[config.mk]
export PLATFORM = sky130hd
export DESIGN_NAME = timestamp_ordered_request_queue_flat
export DESIGN_NICKNAME = d
export VERILOG_FILES = /design/src/design/torq_pkg.sv /design/src/design/torq_in_if.sv /design/src/design/torq_out_if.sv /design/src/design/torq_cfg_if.sv /design/src/design/torq_ctrl.sv /design/src/design/torq_datapath.sv /design/src/design/timestamp_ordered_request_queue.sv /design/src/flat_wrapper.sv
export VERILOG_INCLUDE_DIRS = /design/src /design/src/design
export SDC_FILE = /design/constraint.sdc
export NUM_CORES = 1
export LEC_CHECK = 0
export BUFFER_PORTS_ARGS = -buffer_cell sky130_fd_sc_hd__buf_2
export CAP_MARGIN = 20
export CELL_PAD_IN_SITES_DETAIL_PLACEMENT = 1
export CELL_PAD_IN_SITES_GLOBAL_PLACEMENT = 2
export CORE_MARGIN = 2
export CORE_UTILIZATION = 49
export DETAILED_ROUTE_END_ITERATION = 8
export HOLD_SLACK_MARGIN = 0.12
export PLACE_DENSITY_LB_ADDON = 0.1
export SYNTH_ARGS = -nofsm -noshare
export SYNTH_HDL_FRONTEND = slang
export SYNTH_SLANG_ARGS = --single-unit
[constraint.sdc]
create_clock -name clk -period 5.3 [get_ports clk]
set_input_delay 0.53 -clock clk [delete_from_list [all_inputs] [get_ports clk]]
set_output_delay 0.53 -clock clk [all_outputs]
set_load 0.05 [all_outputs]
[src/design/timestamp_ordered_request_queue_macros.svh]
// Assertion macros for the timestamp ordered request queue.
// Used by the top level only; needs no other file.
`ifndef TIMESTAMP_ORDERED_REQUEST_QUEUE_MACROS_SVH
`define TIMESTAMP_ORDERED_REQUEST_QUEUE_MACROS_SVH

// Same-cycle implication, disabled while reset is held.
`define TORQ_ASSERT_IMP(label, clk, rst_n, ante, cons, msg) \
  label: assert property (@(posedge clk) disable iff (!rst_n) (ante) |-> (cons)) \
    else $error(msg);

// Next-cycle implication, disabled while reset is held.
`define TORQ_ASSERT_NXT(label, clk, rst_n, ante, cons, msg) \
  label: assert property (@(posedge clk) disable iff (!rst_n) (ante) |=> (cons)) \
    else $error(msg);

`endif

[src/design/torq_pkg.sv]
// Shared types and constants of the timestamp ordered request queue.
// No dependencies; compiled before every other file.
`timescale 1ns / 1ps

package torq_pkg;

  localparam int MODE_W   = 2;
  localparam int PID_W    = 8;
  localparam int TS_W     = 32;
  localparam int CAP_W    = 5;
  localparam int STATUS_W = 2;
  localparam int COUNT_W  = 5;
  localparam int POS_W    = 4;

  localparam logic [MODE_W-1:0] MODE_INSERT = 2'd0;
  localparam logic [MODE_W-1:0] MODE_REMOVE = 2'd1;

  localparam logic [STATUS_W-1:0] ST_DONE    = 2'd0;
  localparam logic [STATUS_W-1:0] ST_FULL    = 2'd1;
  localparam logic [STATUS_W-1:0] ST_MISSING = 2'd2;

  localparam logic [CAP_W-1:0] CAP_RESET = 5'd16;

  typedef logic [3:0] cmd_t;

  localparam cmd_t CMD_NONE        = 4'd0;
  localparam cmd_t CMD_LOAD        = 4'd1;
  localparam cmd_t CMD_SET_FULL    = 4'd2;
  localparam cmd_t CMD_SET_MISS    = 4'd3;
  localparam cmd_t CMD_INS_BEGIN   = 4'd4;
  localparam cmd_t CMD_INS_SHIFT   = 4'd5;
  localparam cmd_t CMD_INS_PUT     = 4'd6;
  localparam cmd_t CMD_REM_BEGIN   = 4'd7;
  localparam cmd_t CMD_REM_NEXT    = 4'd8;
  localparam cmd_t CMD_REM_GRAB    = 4'd9;
  localparam cmd_t CMD_REM_MOVE    = 4'd10;
  localparam cmd_t CMD_REM_DROP    = 4'd11;
  localparam cmd_t CMD_SCAN_BEGIN  = 4'd12;
  localparam cmd_t CMD_SCAN_STEP   = 4'd13;
  localparam cmd_t CMD_PUBLISH     = 4'd14;

  typedef struct packed {
    logic is_insert;
    logic is_remove;
    logic full;
    logic cnt_zero;
    logic move;
    logic match;
    logic idx_one;
    logic idx_last;
    logic idx_next_last;
    logic out_free;
  } status_t;

endpackage

[src/design/torq_in_if.sv]
// Request channel: valid/ready handshake carrying one queue operation.
// Depends on torq_pkg for field widths.
`timescale 1ns / 1ps

interface torq_in_if;
  logic                          valid;
  logic                          ready;
  logic [torq_pkg::MODE_W-1:0]   mode;
  logic [torq_pkg::PID_W-1:0]    process_id;
  logic [torq_pkg::TS_W-1:0]     timestamp;
  logic                          is_boss;

  modport source (output valid, mode, process_id, timestamp, is_boss, input ready);
  modport sink   (input valid, mode, process_id, timestamp, is_boss, output ready);
endinterface

[src/design/torq_out_if.sv]
// Result channel: valid/ready handshake carrying one operation result.
// Depends on torq_pkg for field widths.
`timescale 1ns / 1ps

interface torq_out_if;
  logic                            valid;
  logic                            ready;
  logic [torq_pkg::STATUS_W-1:0]   status;
  logic [torq_pkg::COUNT_W-1:0]    entry_count;
  logic                            head_valid;
  logic [torq_pkg::PID_W-1:0]      head_id;
  logic                            id_found;
  logic [torq_pkg::POS_W-1:0]      id_position;

  modport source (output valid, status, entry_count, head_valid, head_id, id_found,
                  id_position, input ready);
  modport sink   (input valid, status, entry_count, head_valid, head_id, id_found,
                  id_position, output ready);
endinterface

[src/design/torq_cfg_if.sv]
// Configuration write channel: valid/ready handshake carrying the capacity limit.
// Depends on torq_pkg for the field width.
`timescale 1ns / 1ps

interface torq_cfg_if;
  logic                         valid;
  logic                         ready;
  logic [torq_pkg::CAP_W-1:0]   capacity_limit;

  modport source (output valid, capacity_limit, input ready);
  modport sink   (input valid, capacity_limit, output ready);
endinterface

[src/design/torq_ctrl.sv]
// Controller of the request queue: sequences insert, remove and scan passes.
// Depends on torq_pkg for command codes and the status struct.
`timescale 1ns / 1ps

module torq_ctrl (
  input  logic              clk,
  input  logic              rst_n,
  input  logic              in_valid,
  output logic              in_ready,
  input  torq_pkg::status_t status,
  output torq_pkg::cmd_t    cmd
);
  import torq_pkg::*;

  localparam logic [3:0] S_IDLE       = 4'd0;
  localparam logic [3:0] S_DISP       = 4'd1;
  localparam logic [3:0] S_INS_CMP    = 4'd2;
  localparam logic [3:0] S_INS_PUT    = 4'd3;
  localparam logic [3:0] S_REM_CMP    = 4'd4;
  localparam logic [3:0] S_REM_SHIFT  = 4'd5;
  localparam logic [3:0] S_REM_DONE   = 4'd6;
  localparam logic [3:0] S_SCAN_START = 4'd7;
  localparam logic [3:0] S_SCAN_CMP   = 4'd8;
  localparam logic [3:0] S_OUT        = 4'd9;

  logic [3:0] state_r;
  logic [3:0] state_nxt;

  always_ff @(posedge clk) begin
    if (!rst_n) begin
      state_r <= S_IDLE;
    end else begin
      state_r <= state_nxt;
    end
  end

  assign in_ready = (state_r == S_IDLE);

  always_comb begin
    state_nxt = state_r;
    cmd       = CMD_NONE;
    unique case (state_r)
      S_IDLE: begin
        if (in_valid) begin
          cmd       = CMD_LOAD;
          state_nxt = S_DISP;
        end
      end
      S_DISP: begin
        if (status.is_insert) begin
          if (status.full) begin
            cmd       = CMD_SET_FULL;
            state_nxt = S_SCAN_START;
          end else begin
            cmd       = CMD_INS_BEGIN;
            state_nxt = status.cnt_zero ? S_INS_PUT : S_INS_CMP;
          end
        end else if (status.is_remove) begin
          if (status.cnt_zero) begin
            cmd       = CMD_SET_MISS;
            state_nxt = S_SCAN_START;
          end else begin
            cmd       = CMD_REM_BEGIN;
            state_nxt = S_REM_CMP;
          end
        end else begin
          state_nxt = S_SCAN_START;
        end
      end
      S_INS_CMP: begin
        // walk the hole towards the head while the new entry outranks its neighbour
        if (status.move) begin
          cmd       = CMD_INS_SHIFT;
          state_nxt = status.idx_one ? S_INS_PUT : S_INS_CMP;
        end else begin
          cmd       = CMD_INS_PUT;
          state_nxt = S_SCAN_START;
        end
      end
      S_INS_PUT: begin
        cmd       = CMD_INS_PUT;
        state_nxt = S_SCAN_START;
      end
      S_REM_CMP: begin
        if (status.match) begin
          if (status.idx_last) begin
            cmd       = CMD_REM_DROP;
            state_nxt = S_SCAN_START;
          end else begin
            cmd       = CMD_REM_GRAB;
            state_nxt = S_REM_SHIFT;
          end
        end else if (status.idx_last) begin
          cmd       = CMD_SET_MISS;
          state_nxt = S_SCAN_START;
        end else begin
          cmd       = CMD_REM_NEXT;
        end
      end
      S_REM_SHIFT: begin
        // close the gap one entry a cycle
        cmd       = CMD_REM_MOVE;
        state_nxt = status.idx_next_last ? S_REM_DONE : S_REM_SHIFT;
      end
      S_REM_DONE: begin
        cmd       = CMD_REM_DROP;
        state_nxt = S_SCAN_START;
      end
      S_SCAN_START: begin
        if (status.cnt_zero) begin
          state_nxt = S_OUT;
        end else begin
          cmd       = CMD_SCAN_BEGIN;
          state_nxt = S_SCAN_CMP;
        end
      end
      S_SCAN_CMP: begin
        cmd       = CMD_SCAN_STEP;
        state_nxt = status.idx_last ? S_OUT : S_SCAN_CMP;
      end
      S_OUT: begin
        // hold until the output register is free
        if (status.out_free) begin
          cmd       = CMD_PUBLISH;
          state_nxt = S_IDLE;
        end
      end
      default: begin
        state_nxt = S_IDLE;
      end
    endcase
  end

endmodule

[src/design/torq_datapath.sv]
// Datapath of the request queue: entry memories, count, capacity and result register.
// Depends on torq_pkg; driven by command codes from torq_ctrl.
`timescale 1ns / 1ps

module torq_datapath #(
  parameter int DEPTH   = 16,
  parameter int ID_BITS = 8
) (
  input  logic                            clk,
  input  logic                            rst_n,
  input  torq_pkg::cmd_t                  cmd,
  output torq_pkg::status_t               status,
  input  logic [torq_pkg::MODE_W-1:0]     in_mode,
  input  logic [torq_pkg::PID_W-1:0]      in_process_id,
  input  logic [torq_pkg::TS_W-1:0]       in_timestamp,
  input  logic                            in_is_boss,
  input  logic                            cfg_valid,
  input  logic [torq_pkg::CAP_W-1:0]      cfg_capacity_limit,
  input  logic                            out_ready,
  output logic                            out_valid,
  output logic [torq_pkg::STATUS_W-1:0]   out_status,
  output logic [torq_pkg::COUNT_W-1:0]    out_entry_count,
  output logic                            out_head_valid,
  output logic [torq_pkg::PID_W-1:0]      out_head_id,
  output logic                            out_id_found,
  output logic [torq_pkg::POS_W-1:0]      out_id_position
);
  import torq_pkg::*;

  localparam int IW   = $clog2(DEPTH);
  localparam int CW   = $clog2(DEPTH + 1);
  localparam int CMPW = (CW > CAP_W) ? CW : CAP_W;

  logic [ID_BITS-1:0] mem_id_r [DEPTH];
  logic [TS_W-1:0]    mem_ts_r [DEPTH];
  logic               mem_pr_r [DEPTH];

  logic [ID_BITS-1:0] rd_id_r;
  logic [TS_W-1:0]    rd_ts_r;
  logic               rd_pr_r;

  logic [MODE_W-1:0]  op_mode_r;
  logic [ID_BITS-1:0] op_id_r;
  logic [TS_W-1:0]    op_ts_r;
  logic               op_boss_r;

  logic [CW-1:0]       cnt_r;
  logic [IW-1:0]       idx_r;
  logic [CAP_W-1:0]    cap_r;
  logic [ID_BITS-1:0]  head_r;
  logic                found_r;
  logic [IW-1:0]       pos_r;
  logic [STATUS_W-1:0] st_r;

  logic                out_valid_r;
  logic [STATUS_W-1:0] out_status_r;
  logic [COUNT_W-1:0]  out_count_r;
  logic                out_head_valid_r;
  logic [PID_W-1:0]    out_head_id_r;
  logic                out_found_r;
  logic [POS_W-1:0]    out_pos_r;

  logic               rd_en;
  logic [IW-1:0]      rd_addr;
  logic               wr_en;
  logic [IW-1:0]      wr_addr;
  logic [ID_BITS-1:0] wr_id;
  logic [TS_W-1:0]    wr_ts;
  logic               wr_pr;

  // memory port selection
  always_comb begin
    rd_en   = 1'b0;
    rd_addr = idx_r;
    wr_en   = 1'b0;
    wr_addr = idx_r;
    wr_id   = rd_id_r;
    wr_ts   = rd_ts_r;
    wr_pr   = rd_pr_r;
    case (cmd)
      CMD_INS_BEGIN: begin
        rd_en   = 1'b1;
        rd_addr = IW'(cnt_r - CW'(1));
      end
      CMD_INS_SHIFT: begin
        rd_en   = 1'b1;
        rd_addr = IW'(idx_r - IW'(2));
        wr_en   = 1'b1;
      end
      CMD_INS_PUT: begin
        wr_en = 1'b1;
        wr_id = op_id_r;
        wr_ts = op_ts_r;
        wr_pr = op_boss_r;
      end
      CMD_REM_BEGIN, CMD_SCAN_BEGIN: begin
        rd_en   = 1'b1;
        rd_addr = '0;
      end
      CMD_REM_NEXT, CMD_REM_GRAB, CMD_SCAN_STEP: begin
        rd_en   = 1'b1;
        rd_addr = IW'(idx_r + IW'(1));
      end
      CMD_REM_MOVE: begin
        rd_en   = 1'b1;
        rd_addr = IW'(idx_r + IW'(2));
        wr_en   = 1'b1;
      end
      default: begin
      end
    endcase
  end

  always_ff @(posedge clk) begin
    if (wr_en) begin
      mem_id_r[wr_addr] <= wr_id;
      mem_ts_r[wr_addr] <= wr_ts;
      mem_pr_r[wr_addr] <= wr_pr;
    end
    if (rd_en) begin
      rd_id_r <= mem_id_r[rd_addr];
      rd_ts_r <= mem_ts_r[rd_addr];
      rd_pr_r <= mem_pr_r[rd_addr];
    end
  end

  always_ff @(posedge clk) begin
    if (!rst_n) begin
      cnt_r       <= '0;
      cap_r       <= CAP_RESET;
      out_valid_r <= 1'b0;
    end else begin
      if (cfg_valid) begin
        cap_r <= cfg_capacity_limit;
      end
      if (cmd == CMD_PUBLISH) begin
        out_valid_r <= 1'b1;
      end else if (out_valid_r && out_ready) begin
        out_valid_r <= 1'b0;
      end
      case (cmd)
        CMD_INS_BEGIN: cnt_r <= cnt_r + CW'(1);
        CMD_REM_DROP:  cnt_r <= cnt_r - CW'(1);
        default: begin
        end
      endcase
    end
  end

  always_ff @(posedge clk) begin
    case (cmd)
      CMD_LOAD: begin
        op_mode_r <= in_mode;
        op_id_r   <= ID_BITS'(in_process_id);
        op_ts_r   <= in_timestamp;
        op_boss_r <= in_is_boss;
        found_r   <= 1'b0;
        pos_r     <= '0;
        head_r    <= '0;
        st_r      <= ST_DONE;
      end
      CMD_SET_FULL:  st_r  <= ST_FULL;
      CMD_SET_MISS:  st_r  <= ST_MISSING;
      CMD_INS_BEGIN: idx_r <= IW'(cnt_r);
      CMD_INS_SHIFT: idx_r <= idx_r - IW'(1);
      CMD_REM_BEGIN, CMD_SCAN_BEGIN: idx_r <= '0;
      CMD_REM_NEXT, CMD_REM_MOVE:    idx_r <= idx_r + IW'(1);
      CMD_SCAN_STEP: begin
        if (idx_r == '0) begin
          head_r <= rd_id_r;
        end
        // keep the last match, so duplicates report the highest index
        if (rd_id_r == op_id_r) begin
          found_r <= 1'b1;
          pos_r   <= idx_r;
        end
        idx_r <= idx_r + IW'(1);
      end
      CMD_PUBLISH: begin
        out_status_r     <= st_r;
        out_count_r      <= COUNT_W'(cnt_r);
        out_head_valid_r <= (cnt_r != '0);
        out_head_id_r    <= PID_W'(head_r);
        out_found_r      <= found_r;
        out_pos_r        <= POS_W'(pos_r);
      end
      default: begin
      end
    endcase
  end

  always_comb begin
    status.is_insert     = (op_mode_r == MODE_INSERT);
    status.is_remove     = (op_mode_r == MODE_REMOVE);
    status.full          = (CMPW'(cnt_r) >= CMPW'(cap_r)) || (cnt_r >= CW'(DEPTH));
    status.cnt_zero      = (cnt_r == '0);
    status.move          = !rd_pr_r &&
                           (op_boss_r || (op_ts_r < rd_ts_r) ||
                            ((op_ts_r == rd_ts_r) && (op_id_r < rd_id_r)));
    status.match         = (rd_id_r == op_id_r);
    status.idx_one       = (idx_r == IW'(1));
    status.idx_last      = (CW'(idx_r) == cnt_r - CW'(1));
    status.idx_next_last = (CW'(idx_r) + CW'(1) == cnt_r - CW'(1));
    status.out_free      = !out_valid_r || out_ready;
  end

  assign out_valid       = out_valid_r;
  assign out_status      = out_status_r;
  assign out_entry_count = out_count_r;
  assign out_head_valid  = out_head_valid_r;
  assign out_head_id     = out_head_id_r;
  assign out_id_found    = out_found_r;
  assign out_id_position = out_pos_r;

endmodule

[src/design/timestamp_ordered_request_queue.sv]
// Each operation ends with a scan of the held entries, after the search and shift of a remove or
// the shift of an insert; every step of the shift and the scans is one memory access.
// One item in flight at a time; the next is taken once the result of the last sits in the output
// register, even if not yet taken.
// Reset (synchronous, active low) empties the queue and sets the capacity limit to 16.
// Entry memory contents are not cleared; entries past the count may be read but are never used.
`timescale 1ns / 1ps
`include "timestamp_ordered_request_queue_macros.svh"

module timestamp_ordered_request_queue #(
  parameter int DEPTH   = 16,
  parameter int ID_BITS = 8
) (
  input  logic       clk,
  input  logic       rst_n,
  torq_in_if.sink    in_ch,
  torq_out_if.source out_ch,
  torq_cfg_if.sink   cfg_ch
);
  import torq_pkg::*;

  cmd_t    ctrl_cmd;
  status_t dp_status;

  assign cfg_ch.ready = 1'b1;

  torq_ctrl u_ctrl (
    .clk      (clk),
    .rst_n    (rst_n),
    .in_valid (in_ch.valid),
    .in_ready (in_ch.ready),
    .status   (dp_status),
    .cmd      (ctrl_cmd)
  );

  torq_datapath #(
    .DEPTH   (DEPTH),
    .ID_BITS (ID_BITS)
  ) u_datapath (
    .clk                (clk),
    .rst_n              (rst_n),
    .cmd                (ctrl_cmd),
    .status             (dp_status),
    .in_mode            (in_ch.mode),
    .in_process_id      (in_ch.process_id),
    .in_timestamp       (in_ch.timestamp),
    .in_is_boss         (in_ch.is_boss),
    .cfg_valid          (cfg_ch.valid),
    .cfg_capacity_limit (cfg_ch.capacity_limit),
    .out_ready          (out_ch.ready),
    .out_valid          (out_ch.valid),
    .out_status         (out_ch.status),
    .out_entry_count    (out_ch.entry_count),
    .out_head_valid     (out_ch.head_valid),
    .out_head_id        (out_ch.head_id),
    .out_id_found       (out_ch.id_found),
    .out_id_position    (out_ch.id_position)
  );

  `TORQ_ASSERT_NXT(a_one_in_flight, clk, rst_n, in_ch.valid && in_ch.ready,
                   !in_ch.ready, "request beat taken while busy")
  `TORQ_ASSERT_IMP(a_miss_not_found, clk, rst_n, out_ch.valid && (out_ch.status == ST_MISSING),
                   !out_ch.id_found, "remove miss reports id present")
  `TORQ_ASSERT_IMP(a_pos_zero, clk, rst_n, out_ch.valid && !out_ch.id_found,
                   out_ch.id_position == '0, "position set without a match")

endmodule
[src/flat_wrapper.sv]
// flat-port wrapper written by rule: the top's interface ports become plain ports
module timestamp_ordered_request_queue_flat import torq_pkg::*;
#(
  parameter int DEPTH   = 16,
  parameter int ID_BITS = 8
)
  (clk, rst_n, in_ch_valid, in_ch_mode, in_ch_process_id, in_ch_timestamp, in_ch_is_boss, in_ch_ready, out_ch_valid, out_ch_status, out_ch_entry_count, out_ch_head_valid, out_ch_head_id, out_ch_id_found, out_ch_id_position, out_ch_ready, cfg_ch_valid, cfg_ch_capacity_limit, cfg_ch_ready);
  torq_in_if in_ch_i ();
  torq_out_if out_ch_i ();
  torq_cfg_if cfg_ch_i ();
  input  logic clk;
  input  logic rst_n;
  input wire logic [$bits(in_ch_i.valid)-1:0] in_ch_valid;
  input wire logic [$bits(in_ch_i.mode)-1:0] in_ch_mode;
  input wire logic [$bits(in_ch_i.process_id)-1:0] in_ch_process_id;
  input wire logic [$bits(in_ch_i.timestamp)-1:0] in_ch_timestamp;
  input wire logic [$bits(in_ch_i.is_boss)-1:0] in_ch_is_boss;
  output wire logic [$bits(in_ch_i.ready)-1:0] in_ch_ready;
  output wire logic [$bits(out_ch_i.valid)-1:0] out_ch_valid;
  output wire logic [$bits(out_ch_i.status)-1:0] out_ch_status;
  output wire logic [$bits(out_ch_i.entry_count)-1:0] out_ch_entry_count;
  output wire logic [$bits(out_ch_i.head_valid)-1:0] out_ch_head_valid;
  output wire logic [$bits(out_ch_i.head_id)-1:0] out_ch_head_id;
  output wire logic [$bits(out_ch_i.id_found)-1:0] out_ch_id_found;
  output wire logic [$bits(out_ch_i.id_position)-1:0] out_ch_id_position;
  input wire logic [$bits(out_ch_i.ready)-1:0] out_ch_ready;
  input wire logic [$bits(cfg_ch_i.valid)-1:0] cfg_ch_valid;
  input wire logic [$bits(cfg_ch_i.capacity_limit)-1:0] cfg_ch_capacity_limit;
  output wire logic [$bits(cfg_ch_i.ready)-1:0] cfg_ch_ready;
  assign in_ch_i.valid = in_ch_valid;
  assign in_ch_i.mode = in_ch_mode;
  assign in_ch_i.process_id = in_ch_process_id;
  assign in_ch_i.timestamp = in_ch_timestamp;
  assign in_ch_i.is_boss = in_ch_is_boss;
  assign in_ch_ready = in_ch_i.ready;
  assign out_ch_valid = out_ch_i.valid;
  assign out_ch_status = out_ch_i.status;
  assign out_ch_entry_count = out_ch_i.entry_count;
  assign out_ch_head_valid = out_ch_i.head_valid;
  assign out_ch_head_id = out_ch_i.head_id;
  assign out_ch_id_found = out_ch_i.id_found;
  assign out_ch_id_position = out_ch_i.id_position;
  assign out_ch_i.ready = out_ch_ready;
  assign cfg_ch_i.valid = cfg_ch_valid;
  assign cfg_ch_i.capacity_limit = cfg_ch_capacity_limit;
  assign cfg_ch_ready = cfg_ch_i.ready;
  timestamp_ordered_request_queue #(.DEPTH(DEPTH), .ID_BITS(ID_BITS)) u_core (.clk(clk), .rst_n(rst_n), .in_ch(in_ch_i), .out_ch(out_ch_i), .cfg_ch(cfg_ch_i));
endmodule
==> results of run 1 <==
sequential cells by signal, summed over array words and instances, names as in the netlist, 5 cells and up:
name,flops
u_core.u_datapath.cap_r,5
u_core.u_datapath.cnt_r,5
u_core.u_datapath.head_r,8
u_core.u_datapath.mem_id_r,128
u_core.u_datapath.mem_pr_r,16
u_core.u_datapath.mem_ts_r,512
u_core.u_datapath.op_id_r,8
u_core.u_datapath.op_ts_r,32
u_core.u_datapath.out_entry_count,5
u_core.u_datapath.out_head_id,8
u_core.u_datapath.rd_id_r,8
u_core.u_datapath.rd_ts_r,32
layout make-up:
| cell class | count | share of cell area (%) |
|---|---|---|
| inverter | 61 | 0.616 |
| tap | 855 | 2.88 |
| clock buffer | 99 | 5.98 |
| multi-input combinational | 704 | 21.4 |
| sequential | 795 | 63.8 |
| timing repair buffer | 184 | 4.11 |
| clock inverter | 51 | 1.13 |
report_power, final:
part	switching, W	internal [W]
registers	0.000298	0.00873
clock network	0.00242	0.00325
logic	0.00497	0.00351
cells by family (layout without fill, tap and decap cells):
group,Yosys count,in the layout,share of synthesized area [%]
AO/OA/AOI/OAI,203,203,4.70
XOR/XNOR,13,13,0.443
adder cells (fa/ha/maj),53,53,2.08
buffers and inverters,140,395,2.06
flip-flops,795,795,73.7
multiplexers,210,210,13.7
other,1,1,0.0116
AND/OR/NAND/NOR,224,224,3.36
synth_stat cells (5+ instances only):
| cell type | instances | area share, % |
|---|---|---|
| a21o_1 | 7 | 0.16 |
| a21oi_1 | 30 | 0.47 |
| a221oi_1 | 5 | 0.14 |
| a22oi_1 | 81 | 1.9 |
| and2_1 | 8 | 0.16 |
| and3_1 | 6 | 0.12 |
| buf_2 | 23 | 0.36 |
| buf_6 | 12 | 0.42 |
| clkbuf_1 | 38 | 0.44 |
| dfxtp_1 | 15 | 0.93 |
| edfxtp_1 | 780 | 73 |
| ha_1 | 52 | 2.0 |
| inv_1 | 61 | 0.71 |
| mux2_2 | 39 | 1.4 |
| mux2i_1 | 10 | 0.31 |
| mux4_1 | 64 | 5.2 |
| mux4_2 | 96 | 6.7 |
| nand2_1 | 74 | 0.86 |
| nand2b_1 | 9 | 0.17 |
| nand3_1 | 13 | 0.20 |
| nand4_1 | 12 | 0.23 |
| nor2_1 | 54 | 0.63 |
| nor2b_1 | 11 | 0.21 |
| nor3_1 | 15 | 0.23 |
| o211ai_1 | 9 | 0.21 |
| o21a_1 | 7 | 0.16 |
| o21ai_0 | 14 | 0.22 |
| or3_1 | 6 | 0.12 |
| xnor2_1 | 7 | 0.19 |
layer usage:
metal | global-route usage [%] | up-vias
met5 | 0 | -
met4 | 7.76 | 0
met3 | 3.48 | 137
met2 | 39.6 | 413
met1 | 32.2 | 8761
li1 | - | 7156
worst min-delay path by stage:
stage / startpoint / slack, ps / cells past startpoint / endpoint
after global routing: cfg_ch_capacity_limit[1] / 180 / 3 / u_core.u_datapath.cap_r[1]$_SDFFE_PN0P_
after floorplan: u_core.u_datapath.head_r[0]$_SDFFCE_PN0P_ / 400 / 0 / u_core.u_datapath.out_head_id[0]$_DFFE_PP_
after CTS: cfg_ch_capacity_limit[1] / 130 / 3 / u_core.u_datapath.cap_r[1]$_SDFFE_PN0P_
final: cfg_ch_capacity_limit[1] / 160 / 3 / u_core.u_datapath.cap_r[1]$_SDFFE_PN0P_
after global placement: u_core.u_datapath.head_r[4]$_SDFFCE_PN0P_ / 410 / 0 / u_core.u_datapath.out_head_id[4]$_DFFE_PP_
after detailed placement: u_core.u_datapath.head_r[4]$_SDFFCE_PN0P_ / 410 / 0 / u_core.u_datapath.out_head_id[4]$_DFFE_PP_
repair_timing:
action / 4_1_cts / 5_1_grt
resized for setup: 0 / 0
hold buffers: 44 / 0
endpoints found under the hold margin: 44 / 0
worst min-delay path, stage by stage:
cell     delay [ps]
buf_2            70
mux2i_1          50
nor2b_1         100
stage by stage:
step / setup WS [ps] / power (W)
floorplan: 674 / 0.0148
global placement: 409 / 0.0174
detailed placement: 368 / 0.0177
CTS: 360 / 0.0234
global route: 111 / 0.0243
finish: 429 / 0.0232
==> qor.csv, run 1 <==
metric;value;unit
met3 WL post-DR;3.12;mm
post-synthesis register bit count;795;
die area;0.0678;mm^2
total stage count of the critical path;15;
RSZ-0062 raised after global routing;no;
mapped cell area;0.0322;mm^2
crit-path max FO;29;
H-tree Lvls;3;
Bufs and invs on worst path;3;
vias after detailed routing;16467;
routed wire length per instance;28.3;um
Clock Sinks;795;
ANT nets after route;0;
most common cell after layout, fill and taps aside;edfxtp_1;
core area;0.0647;mm^2
Initial Util;49.8;%
DR top layer;met4;
reg-to-reg endpoint;u_core.u_datapath.rd_ts_r[3]$_DFFE_PP_;
number of synthesized flops with an enable pin;780;
CP Class;flop to flop;
final non-filler cell total;2749;
Most common cell on crit path;buf_12;
root buffer cell;clkbuf_16;
CP max-delay cell;o32ai_1;
slowest cell delay on critical path;590;ps
total negative slack;0;ps
Worst setup SP type;flop;
r2r startpoint;u_core.u_datapath.rd_ts_r[11]$_DFFE_PP_;
Hold Slack;161;ps
Die Height;260;um
maxcap violations;0;
M1 WL;33.3;mm
post-synthesis sequential area ratio;73.7;%
CP endpoint;u_core.u_datapath.rd_ts_r[3]$_DFFE_PP_;
Initial DRC Count;1447;
clock-pin slew on the worst setup and hold paths;60;ps
register area;0.0237;mm^2
# DRC;0;
Die W;260;um
CP cell instances;inv_1 -> ha_1 -> a21oi_1 -> o21ai_0 -> a221oi_1 -> o22ai_1 -> o31a_1 -> a2111o_1 -> o32ai_1 -> o21a_4 -> buf_12 -> buf_12 -> mux4_1 -> a22oi_1 -> nand2_1;
Slew Limit Fails;0;
total grt overflow;0;
r2r setup slk;430;ps
most frequent cells in the layout;edfxtp_1 (780), mux4_2 (96), clkbuf_16 (87), a22oi_1 (81), buf_2 (75);
Critical Path RT;5680;ps
share of layout cells above drive strength 1;23.1;%
Syn. warnings;0;
DP Area;0.0341;mm^2
multi-input logic area;0.00797;mm^2
crit path DAT;5250;ps
fin area;0.0372;mm^2
Leak Pwr;12.7;nW
Syn-to-layout area delta;15.4;%
Crit path max-delay family;compound AO/OA/AOI/OAI gates;
Util after Layout;57.4;%
I/O pin count;77;
minimum clock period;4870;ps
Final nets;1935;
Inst Count DP;2555;
Num CTS Buffers;83;
Port Buf Inserts;75;
initial antenna violation count;0;
Tcrit/Tclk final;91.9;%
final hold violation count;0;
RePlAce Congestion;0.801;
synthesized instance count;1639;
Slew HR;29.7;%
max frequency;205;MHz
CTS tree;yes;
Async S/R FF share, synth;0;%
CTS Buffer Depth;3;
Total GRT Usage;23.7;%
Finish-stage setup viols;0;
vias per inst;5.99;
drt pass-1 iters;5;
VDD IR max;477;uV
vias in the first global route;17707;
Yosys cell types;75;
worst hold path class;primary input to flop;
Detail Route met2 WL;39.0;mm
DPL Wire Length;45.1;mm
# fillers;5664;
n_diodes;0;
WL final;77.7;mm
Main synth FF type;edfxtp_1;
total setup buffers inserted after CTS;0;
Final Skew;26.6;ps
largest net degree at the start of global routing;44;
Power Density;623;mW/mm^2
net count after synthesis;1745;
Critical Path Start;u_core.u_datapath.rd_ts_r[11]$_DFFE_PP_;
CP Capture Type;flop;
R2R depth;15;
syn avg cell area;19.6;um^2
global-route wire length before repair;116;mm
Clock Latency Late Sink;630;ps
row cnt;93;
slew at the pin closest to its max-slew limit;1040;ps
outcome;completed;
Note: power is estimated with default switching activity, not from simulation.
==> run 2, diff against run 1 <==
--- a/config.mk
+++ b/config.mk
@@ -6,12 +6,13 @@
 export SDC_FILE = /design/constraint.sdc
 export NUM_CORES = 1
 export LEC_CHECK = 0
-export BUFFER_PORTS_ARGS = -buffer_cell sky130_fd_sc_hd__buf_2
+export ABC_AREA = 1
+export BUFFER_PORTS_ARGS = -buffer_cell sky130_fd_sc_hd__buf_4
 export CAP_MARGIN = 20
 export CELL_PAD_IN_SITES_DETAIL_PLACEMENT = 1
 export CELL_PAD_IN_SITES_GLOBAL_PLACEMENT = 2
 export CORE_MARGIN = 2
-export CORE_UTILIZATION = 49
+export CORE_UTILIZATION = 42
 export DETAILED_ROUTE_END_ITERATION = 8
 export HOLD_SLACK_MARGIN = 0.12
 export PLACE_DENSITY_LB_ADDON = 0.1
==> run 2 against run 1 <==
Final cell count is 73% higher. Worst setup slack worse by 110 ps. Maximum frequency is 2.2% lower. Register-to-register slack worse by 110 ps. Global-route usage is 2.0 points higher. Clock skew is 6.3 ps lower. Routed wire length is 47% higher. Hold slack better by 16 ps. Synthesized area is 12% higher.
==> qor.csv, run 2 <==
metric;value;unit
Tcrit/Tclk final;94.0;%
H-tree Lvls;3;
Final nets;3647;
crit-path max FO;71;
vias in the first global route;26797;
share of layout cells above drive strength 1;9.99;%
worst hold path class;primary input to flop;
Async S/R FF share, synth;0;%
Syn. warnings;0;
Slew Limit Fails;0;
Main synth FF type;edfxtp_1;
RSZ-0062 raised after global routing;no;
max frequency;201;MHz
syn avg cell area;10.6;um^2
net count after synthesis;3501;
vias per inst;5.36;
Hold Crit Start;cfg_ch_capacity_limit[3];
number of synthesized flops with an enable pin;780;
top-count cell post-synth;nand3_1;
I/O pin count;77;
most frequent cells in the layout;nand3_1 (807), edfxtp_1 (780), inv_1 (637), nand2_1 (551), buf_4 (142);
Critical Path Start;u_core.u_datapath.op_ts_r[31]$_DFFE_PP_;
root buffer cell;clkbuf_16;
post-synthesis sequential area ratio;65.9;%
Die Height;297;um
clock-pin slew on the worst setup and hold paths;60;ps
multi-input logic area;0.00900;mm^2
drt pass-1 iters;5;
final hold violation count;0;
WL final;114;mm
crit path DAT;5390;ps
CTS Buffer Depth;3;
# DRC;0;
Clock Sinks;795;
leading registers by flop count;u_core.u_datapath.mem_ts_r: 512 flops, u_core.u_datapath.mem_id_r: 128 flops;
die area;0.0881;mm^2
CP Class;flop to flop;
Slew HR;32.4;%
DPL Wire Length;63.5;mm
ANT nets after route;0;
Port Buf Inserts;75;
mapped cell area;0.0360;mm^2
CP Capture Type;flop;
Initial Util;42.4;%
Yosys cell types;46;
CTS tree;yes;
total setup buffers inserted after CTS;0;
post-synthesis register bit count;795;
synthesized instance count;3395;
top cells by area, synth;edfxtp_1 (65%), nand3_1 (11%), inv_1 (6.8%), nand2_1 (5.8%), nand3b_1 (2.6%);
routed wire length per instance;24.0;um
register area;0.0237;mm^2
Critical Path RT;5710;ps
Finish-stage setup viols;0;
Initial DRC Count;1755;
most common cell after layout, fill and taps aside;nand3_1;
minimum clock period;4980;ps
total grt overflow;0;
Syn-to-layout area delta;16.3;%
Reg with most FFs;u_core.u_datapath.mem_ts_r;
# fillers;9138;
row cnt;107;
largest net degree at the start of global routing;135;
n_diodes;0;
initial antenna violation count;1;
Total GRT Usage;25.6;%
max FFs per register;512;
RePlAce Congestion;0.835;
Worst setup SP type;flop;
global-route wire length before repair;170;mm
outcome;completed;
vias after detailed routing;25504;
slew at the pin closest to its max-slew limit;1000;ps
top cells by count, synth;nand3_1 (807), edfxtp_1 (780), inv_1 (655);
core area;0.0850;mm^2
Num CTS Buffers;90;
Final Skew;20.2;ps
Die W;297;um
total negative slack;0;ps
Synth top area share;65.0;%
r2r startpoint;u_core.u_datapath.op_ts_r[31]$_DFFE_PP_;
Clock Latency Late Sink;660;ps
maxcap violations;0;
post-synth top area cell;edfxtp_1;
## run 2: repair_timing
action	4_1_cts	5_1_grt
setup endpoints to repair	0	36
hold endpoints to repair	45	0
resized for setup	0	4
hold buffers	46	0
## run 2: cell type report
cell class	instances	share of cell area (%)
clock inverters	54	1.06
multi-input cells	1754	21.5
repair buffers	233	5.78
flip-flops and latches	795	56.6
inverters	667	5.98
well taps	1144	3.42
clock buffers	111	5.62
## run 2: kinds of logic (layout without fill, tap and decap cells)
group | after synthesis | count (layout) | share of synthesized area [%]
flops | 795 | 795 | 65.9
simple gates | 1576 | 1576 | 20.8
xor+xnor | 16 | 16 | 0.389
compound gates | 108 | 108 | 1.66
other cells | 1 | 1 | 0.0104
fa+ha+maj | 53 | 53 | 1.86
buf+inv | 846 | 1065 | 9.40
## run 2: worst max-delay path: stages, from the launching register on
cell and delay (ps):
edfxtp_1 410, ha_1 310, nand2_1 90, inv_1 60, nand2_1 130, nor2_2 280, nand2_1 220, nor2_1 140
nand2_1 90, nand4_1 260, nand2_1 180, nand3_1 270, nand2_2 170, nor3_4 350, nor2_1 150, nand2_4 150
nand3_4 280, nand2_8 280, buf_12 320, nand2_1 90, nand3_1 110, nand3_1 90, nand3_1 120, nand2_1 50
## run 2: per-layer routing
layer	part of all wire (%)	vias to the layer above	wire length [um]	global-route usage (%)
met5	0	-	0	0
met3	3.8	183	4360	3.40
met4	2.7	0	3040	7.11
li1	-	11686	-	-
met1	44	13082	50000	33.8
met2	50	553	56600	44.3
## run 2: worst paths after layout
check / to / slack [ps] / depth (start not counted)
hold / removal: u_core.u_datapath.cap_r[3]$_SDFFE_PN0P_ / 180 / 3
setup / recovery: u_core.u_datapath.rd_ts_r[16]$_DFFE_PP_ / 320 / 23
setup reg to reg: u_core.u_datapath.rd_ts_r[16]$_DFFE_PP_ / 320 / 23
hold reg to reg: u_core.u_datapath.out_id_found$_DFFE_PP_ / 420 / 0
## run 2: metrics by stage
| stage | hold WS (ps) | cell area, um^2 | cells | util (%) | setup slack [ps] |
|---|---|---|---|---|---|
| floorplan | 400 | 36000 | 3395 | - | 1350 |
| global placement | 402 | 38600 | 4546 | 45.4 | 356 |
| detailed placement | 407 | 38600 | 4546 | 45.4 | 274 |
| CTS | 144 | 41800 | 4757 | 49.2 | 236 |
| global route | 175 | 41900 | 4758 | 49.3 | 12.3 |
| finish | 177 | 41900 | 4758 | 49.3 | 319 |
Power of run 2 is left out: the tool's default activity adds up to more than one toggle a clock period on the data nets, which glitch-free logic cannot reach.
